**src/hw/rtl/pssq_pkg.sv**
```systemverilog
// Shared types, codes and field layout of the point set spatial query block.
package pssq_pkg;

  localparam int unsigned MAX_POINTS_DEF = 64;
  localparam int unsigned COORD_BITS_DEF = 16;

  localparam int unsigned FIELD_W  = 16;
  localparam int unsigned DIST_W   = 34;
  localparam int unsigned IDX_W    = 6;
  localparam int unsigned OP_W     = 3;
  localparam int unsigned STATUS_W = 2;

  localparam int unsigned IN_TDATA_W  = 144;
  localparam int unsigned IN_RSQ_LSB  = 6 * FIELD_W;
  localparam int unsigned IN_FAC_LSB  = IN_RSQ_LSB + DIST_W;
  localparam int unsigned IN_EIDX_LSB = IN_FAC_LSB + 2;

  localparam int unsigned OUT_TDATA_W = 144;
  localparam int unsigned OUT_USED_W  = IDX_W + 1 + DIST_W + 6 * FIELD_W;
  localparam int unsigned OUT_PAD_W   = OUT_TDATA_W - OUT_USED_W;

  typedef enum logic [OP_W-1:0] {
    OP_INSERT         = 3'd0,
    OP_SET_FACING     = 3'd1,
    OP_BOUNDS         = 3'd2,
    OP_IN_BOX         = 3'd3,
    OP_IN_SPHERE      = 3'd4,
    OP_FACED_TOWARD   = 3'd5,
    OP_FACING_TOWARD  = 3'd6,
    OP_DISTANCE       = 3'd7
  } op_e;

  typedef enum logic [1:0] {
    DIR_NORTH = 2'd0,
    DIR_EAST  = 2'd1,
    DIR_SOUTH = 2'd2,
    DIR_WEST  = 2'd3
  } dir_e;

  typedef enum logic [STATUS_W-1:0] {
    STATUS_OK    = 2'd0,
    STATUS_FULL  = 2'd1,
    STATUS_EMPTY = 2'd2,
    STATUS_RANGE = 2'd3
  } status_e;

  typedef enum logic [1:0] {
    ST_IDLE  = 2'd0,
    ST_EXEC  = 2'd1,
    ST_SCAN  = 2'd2,
    ST_DRAIN = 2'd3
  } state_e;

  typedef struct packed {
    op_e  op;
    dir_e facing;
  } pssq_ctl_t;

  typedef struct packed {
    logic [FIELD_W-1:0] min_z;
    logic [FIELD_W-1:0] min_y;
    logic [FIELD_W-1:0] min_x;
    logic [FIELD_W-1:0] max_z;
    logic [FIELD_W-1:0] max_y;
    logic [FIELD_W-1:0] max_x;
  } pssq_bbox_t;

endpackage

```
**src/hw/rtl/pssq_point_eval.sv**
```systemverilog
// Per-point test unit: squares and compares registered, then sum and final hit.
module pssq_point_eval import pssq_pkg::*; #(
  parameter int unsigned COORD_W = 16
) (
  input  logic                 clk_i,
  input  logic                 en_i,
  input  pssq_ctl_t            ctl_i,
  input  logic [3*COORD_W-1:0] pt_i,
  input  dir_e                 pt_facing_i,
  input  logic [3*COORD_W-1:0] qa_i,
  input  logic [3*COORD_W-1:0] qb_i,
  input  logic [DIST_W-1:0]    rsq_i,
  output logic [DIST_W-1:0]    dist_o,
  output logic                 hit_o
);

  localparam int unsigned SQ_W  = 2 * COORD_W;
  localparam int unsigned SUM_W = SQ_W + 2;

  logic [COORD_W-1:0] diff [3];
  logic [SQ_W-1:0]    sq_d [3];
  logic [SQ_W-1:0]    sq_q [3];
  logic [2:0]         ge, le, inb;
  logic               hit_pre_d, hit_pre_q;
  logic               sphere_d, sphere_q;
  logic               dist_en_d, dist_en_q;
  logic [SUM_W-1:0]   sum;
  logic [DIST_W-1:0]  sum_ext;

  always_comb begin
    for (int c = 0; c < 3; c++) begin
      ge[c]   = pt_i[c*COORD_W +: COORD_W] >= qa_i[c*COORD_W +: COORD_W];
      le[c]   = pt_i[c*COORD_W +: COORD_W] <= qa_i[c*COORD_W +: COORD_W];
      inb[c]  = ge[c] && (pt_i[c*COORD_W +: COORD_W] <= qb_i[c*COORD_W +: COORD_W]);
      diff[c] = ge[c] ? pt_i[c*COORD_W +: COORD_W] - qa_i[c*COORD_W +: COORD_W]
                      : qa_i[c*COORD_W +: COORD_W] - pt_i[c*COORD_W +: COORD_W];
      sq_d[c] = SQ_W'(diff[c]) * SQ_W'(diff[c]);
    end
  end

  // Select the test; index 0 is x, index 1 is y.
  always_comb begin
    hit_pre_d = 1'b0;
    case (ctl_i.op)
      OP_IN_BOX: hit_pre_d = &inb;
      OP_FACED_TOWARD: begin
        case (ctl_i.facing)
          DIR_NORTH: hit_pre_d = le[1];
          DIR_EAST:  hit_pre_d = ge[0];
          DIR_SOUTH: hit_pre_d = ge[1];
          DIR_WEST:  hit_pre_d = le[0];
          default:   hit_pre_d = 1'b0;
        endcase
      end
      OP_FACING_TOWARD: begin
        case (pt_facing_i)
          DIR_NORTH: hit_pre_d = ge[1];
          DIR_EAST:  hit_pre_d = le[0];
          DIR_SOUTH: hit_pre_d = le[1];
          DIR_WEST:  hit_pre_d = ge[0];
          default:   hit_pre_d = 1'b0;
        endcase
      end
      default: hit_pre_d = 1'b0;
    endcase
    sphere_d  = ctl_i.op == OP_IN_SPHERE;
    dist_en_d = (ctl_i.op == OP_IN_SPHERE) || (ctl_i.op == OP_DISTANCE);
  end

  always_ff @(posedge clk_i) begin
    if (en_i) begin
      for (int c = 0; c < 3; c++) begin
        sq_q[c] <= sq_d[c];
      end
      hit_pre_q <= hit_pre_d;
      sphere_q  <= sphere_d;
      dist_en_q <= dist_en_d;
    end
  end

  assign sum     = SUM_W'(sq_q[0]) + SUM_W'(sq_q[1]) + SUM_W'(sq_q[2]);
  assign sum_ext = DIST_W'(sum);
  assign dist_o  = dist_en_q ? sum_ext : '0;
  assign hit_o   = sphere_q ? (sum_ext <= rsq_i) : hit_pre_q;

endmodule

```
**config.mk**
```make
export PLATFORM = sky130hd
export DESIGN_NAME = pssq_point_eval
export DESIGN_NICKNAME = d
export VERILOG_FILES = /design/src/hw/rtl/pssq_pkg.sv /design/src/hw/rtl/pssq_point_eval.sv
export SDC_FILE = /design/constraint.sdc
export NUM_CORES = 2
export LEC_CHECK = 0
export BUFFER_PORTS_ARGS = -buffer_cell sky130_fd_sc_hd__buf_2
export CORE_AREA = 2 2 338 340
export CTS_BUF_LIST = sky130_fd_sc_hd__clkbuf_2
export CTS_CLUSTER_SIZE = 20
export DETAILED_ROUTE_END_ITERATION = 12
export DIE_AREA = 0 0 340 342
export HOLD_SLACK_MARGIN = 0.15
export SLEW_MARGIN = 10
export SYNTH_ARGS = -nofsm -noshare
export SYNTH_HDL_FRONTEND = slang
export SYNTH_SLANG_ARGS = --single-unit
```
**constraint.sdc**
```tcl
create_clock -name clk_i -period 8.52 [get_ports clk_i]
set_input_delay 0.426 -clock clk_i [delete_from_list [all_inputs] [get_ports clk_i]]
set_output_delay 0.426 -clock clk_i [all_outputs]
set_load 0.005 [all_outputs]
```
Word-level counts from Yosys, hierarchy flattened. Memories as Yosys holds them, arrays and structs flattened. Cells that the tools add are included.

Bits in registers: 3. Bits in writable memories: 96. Input bits: 187. Output and inout bits: 35. Logic and storage cells: 52. Memories kept: 1.

$add $sub $neg: 8. Multipliers: 3. $lt $le $gt $ge: 9. Equal/unequal tests: 11. Muxes and demuxes: 10. Reduce and logical (&&, ||, !) cells: 7.

Memories: sq_q (words 3, width 32, rd ports 3, clocked after Yosys merged registers in 0, wr ports 3, line pssq_point_eval.sv:22) `logic [SQ_W-1:0] sq_q [3];`.

Operators with widths (number): 16-bit by 16-bit multiplier with 32-bit output (3); 16-bit subtractor (6); 16-bit less-or-equal comparator (5); 16-bit greater-or-equal comparator (3); 16-bit 2-to-1 mux (3); 33-bit by 32-bit adder with 34-bit output (1); 34-bit less-or-equal comparator (1); 34-bit 2-to-1 mux (1); 32-bit by 32-bit adder with 33-bit output (1); 3-bit == test, second input constant (4); 2-bit == test, second input constant (4); 1-bit one-hot mux with 4 select lines (2); 2-bit by 1-bit == test with 1-bit output, second input constant (2); 2-bit zero test (2); 3-bit by 2-bit == test with 1-bit output, second input constant (1); 1-bit logical AND (3); 1-bit 2-to-1 mux (3); 1-bit one-hot mux with 3 select lines (1); 3-bit AND reduction (1); 1-bit logical OR (1).

Depth between registers and ports, before layout.
Word-level depth: 4. Gate-level depth with buffers: 38. Gate-level depth less buffers: 36.

Least setup slack after synthesis. OpenSTA, ideal clock, no wires.

Path kind: input to register. From: input port pt_i[40]. To: memory sq_q[0][94] in the netlist's numbering (data pin). Library setup time: 0.258 ns. Arrival: 8.422 ns. Required time: 8.262 ns. Path slack: -0.160 ns. Cell stages on the path: 34. Buffers on the path: 3. Cells stage by stage: inv_1 -> ha_1 -> clkbuf_1 -> and4_1 -> nand4_1 -> nand2_2 -> mux2_2 -> a221oi_1 -> xor2_1 -> inv_2 -> buf_2 -> nand2_1 -> inv_1 -> fa_1 -> inv_1 -> fa_1 -> inv_1 -> fa_1 -> fa_1 -> fa_1 -> inv_1 -> fa_1 -> inv_1 -> ha_1 -> clkbuf_1 -> o211ai_1 -> a211o_1 -> or2_2 -> o21ai_0 -> a221oi_1 -> o311a_1 -> o21bai_1 -> a21oi_1 -> xnor2_1.

RTL lines: from (decl) (line pssq_point_eval.sv:8) `input logic [3*COORD_W-1:0] pt_i,`; to (decl) (line pssq_point_eval.sv:22).

==> flow_metrics.tcl <==
set metrics [dict create \
    status "complete, no violations" \
    nNetsFinal 5630 \
    hp-start "ctl_i[2]" \
    yosys_warnings 0 \
    syn2layout_area_growth_pct 18.74 \
    drtAntennaViolNets 0 \
    synth.top_cell.area_share_pct 31.30 \
    fp.dieW_um 340 \
    synth_area_per_cell_um2 8.761 \
    syn_inst 3825 \
    track_usage_pct 15.45 \
    num_vias 27390 \
    dieHeight_um 342 \
    min_to "sphere_q$_DFFE_PP_" \
    cts-root-buf "clkbuf_2" \
    synth-seq-area-share_pct 8.602 \
    drt_iter0_markers 1485 \
    critPathMostFrequentCell "fa_1" \
    setup_viol 0 \
    final_hold_viol_count 0 \
    hold_class "primary input to register" \
    synth_ff_type "edfxtp_1" \
    tightestPinTransition_ns 1.113 \
    cp_top_family "adder cells" \
    drt_wl_total_mm 89.37 \
    clockBufferDepth 2 \
    row_count 124 \
    fp.coreArea_um2 113100 \
    cts_num_sinks 96 \
    start_util_pct 29.63 \
    synth_commonest_cells "inv_1, fa_1, ha_1" \
    antenna_found_initial 15 \
    setup_slack_ns 0.4245 \
    clk_pin_slew_ns 0.31 \
    synth.most_common_cell "inv_1" \
    critical_path.max_fanout 6 \
    hold_depth 2 \
    ys_types 94 \
    grt_pass1_vias 28760 \
    firstDrtPassIters 5 \
    synth_top_area_cell "fa_1" \
    wl_per_cell_um 15.04 \
    critPathLaunchType "primary input" \
    maxCapViolations 0 \
    drcViolationCount 0 \
    htreeDepth 3 \
    grt_max_degree 65 \
    drive_gt1_share_pct 17.61 \
    post-place-ws_ns -0.2941 \
    die_area_um2 116300 \
    grt.overflow.total 0 \
    synthArstFlopShare_pct 0 \
    cts_made_buffers 9 \
    io_pins 222 \
    holdWs_ns 0.2769 \
    period_minus_slack_ns 8.096 \
    min_period_over_period_pct 95.02 \
    cts_tree "yes" \
    synth-edff-count 96 \
    slew_headroom_pct 25.63 \
    path_buf_inv 10 \
    grt_pass1_wl_mm 146.7 \
    slew_viol_final 0 \
    fillers 11690 \
    worst_path_max_delay_cell "fa_1" \
    synth.area.top_cells "fa_1, ha_1, inv_1" \
    dp_hpwl_mm 80.75 \
    crit_path_end_kind "register" \
    ys_ff_latch 96 \
    syn_area_um2 33510 \
    crit_required_ns 8.87 \
    gp_congestion 0.8909 \
    max_freq_mhz 123.5 \
    critPathKind "primary input to register" \
    cp_data_arrival_time_ns 8.45 \
    avgViaCountPerCell 4.611 \
    portBuffers 221 \
    cpPeakStageDelay_ns 0.52 \
]
-- state kept, by name (all words and copies together) (netlist names) --
name,count
sq_q,93
hit_pre_q,1
sphere_q,1
dist_en_q,1
-- cell type report --
cell class                      count  area, um2  area share, %
Timing Repair Buffer              676       4599          11.56
Multi-Input combinational cell   2731      26890          67.58
Sequential cell                    96       2883          7.244
Clock inverter                      6      68.82         0.1729
Antenna cell                        5      12.51        0.03144
Inverter                          906       3401          8.546
Clock buffer                        9      45.04         0.1132
Tap cell                         1512       1892          4.754
-- layout by cell type (no fill, tap or decap), drive strengths merged, types with 36 or more instances in the layout --
| cell | count |
|---|---|
| nand3 | 38 |
| fa | 524 |
| nor3 | 38 |
| o21ai | 125 |
| xor2 | 58 |
| xnor2 | 124 |
| nor2 | 276 |
| a21oi | 196 |
| and2 | 51 |
| edfxtp | 96 |
| nand2 | 298 |
| a21o | 100 |
| nand4 | 49 |
| buf | 676 |
| o21a | 36 |
| ha | 499 |
| inv | 905 |
-- how the worst max path moves through the flow --
| stage | from | to | slack, ns | cells past startpoint |
|---|---|---|---|---|
| after floorplan | pt_i[35] | sq_q[0][94]$_DFFE_PP_ | -0.05 | 35 |
| after global placement | pt_i[26] | sq_q[0][62]$_DFFE_PP_ | -0.22 | 35 |
| after detailed placement | pt_i[0] | sq_q[0][29]$_DFFE_PP_ | -0.29 | 37 |
| after CTS | pt_i[0] | sq_q[0][29]$_DFFE_PP_ | 0.32 | 37 |
| after global routing | pt_i[32] | sq_q[0][95]$_DFFE_PP_ | -0.02 | 37 |
| final | pt_i[32] | sq_q[0][94]$_DFFE_PP_ | 0.42 | 35 |
-- what timing repair did --
action,CTS,global route
resized for setup,0,14
hold buffers,0,0
setup buffers,0,1
endpoints found under the setup margin,0,11
-- per-layer routing --
layer	track usage, %	vias to the layer above	wire [um]
met4	2.517	8	1481
met2	26.07	603	41530
met5	0	-	57
met1	21.40	13320	41550
met3	1.981	88	4760
li1	-	13370	-
-- through the flow --
| stage | instances | setup TNS [ns] | utilization, % | cell area [um2] |
|---|---|---|---|---|
| 2_1_floorplan | 3826 | -0.05250 | - | 33530 |
| 3_3_place_gp | 5920 | -1.474 | 35.01 | 39600 |
| 3_5_place_dp | 5920 | -3.842 | 35.01 | 39600 |
| 4_1_cts | 5935 | 0 | 35.11 | 39710 |
| 5_1_grt | 5938 | -0.04743 | 35.18 | 39790 |
| 6_report | 5941 | 0 | 35.18 | 39790 |
-- kinds of logic (layout without fill, tap and decap cells) --
kind of cell             count (synthesis)  count (layout)  synth area share [%]
adder cells (fa/ha/maj)               1023            1023                 49.93
AO/OA/AOI/OAI                          629             629                 12.11
flip-flops                              96              96                 8.602
AND/OR/NAND/NOR                        862             862                 11.81
XOR/XNOR                               182             182                 5.115
multiplexers                            32              32                 1.030
buffers and inverters                  999            1597                 11.38
other                                    2               8               0.02241
Power is left out: the tool's default activity adds up to more than one toggle a clock period on the data nets, which glitch-free logic cannot reach.
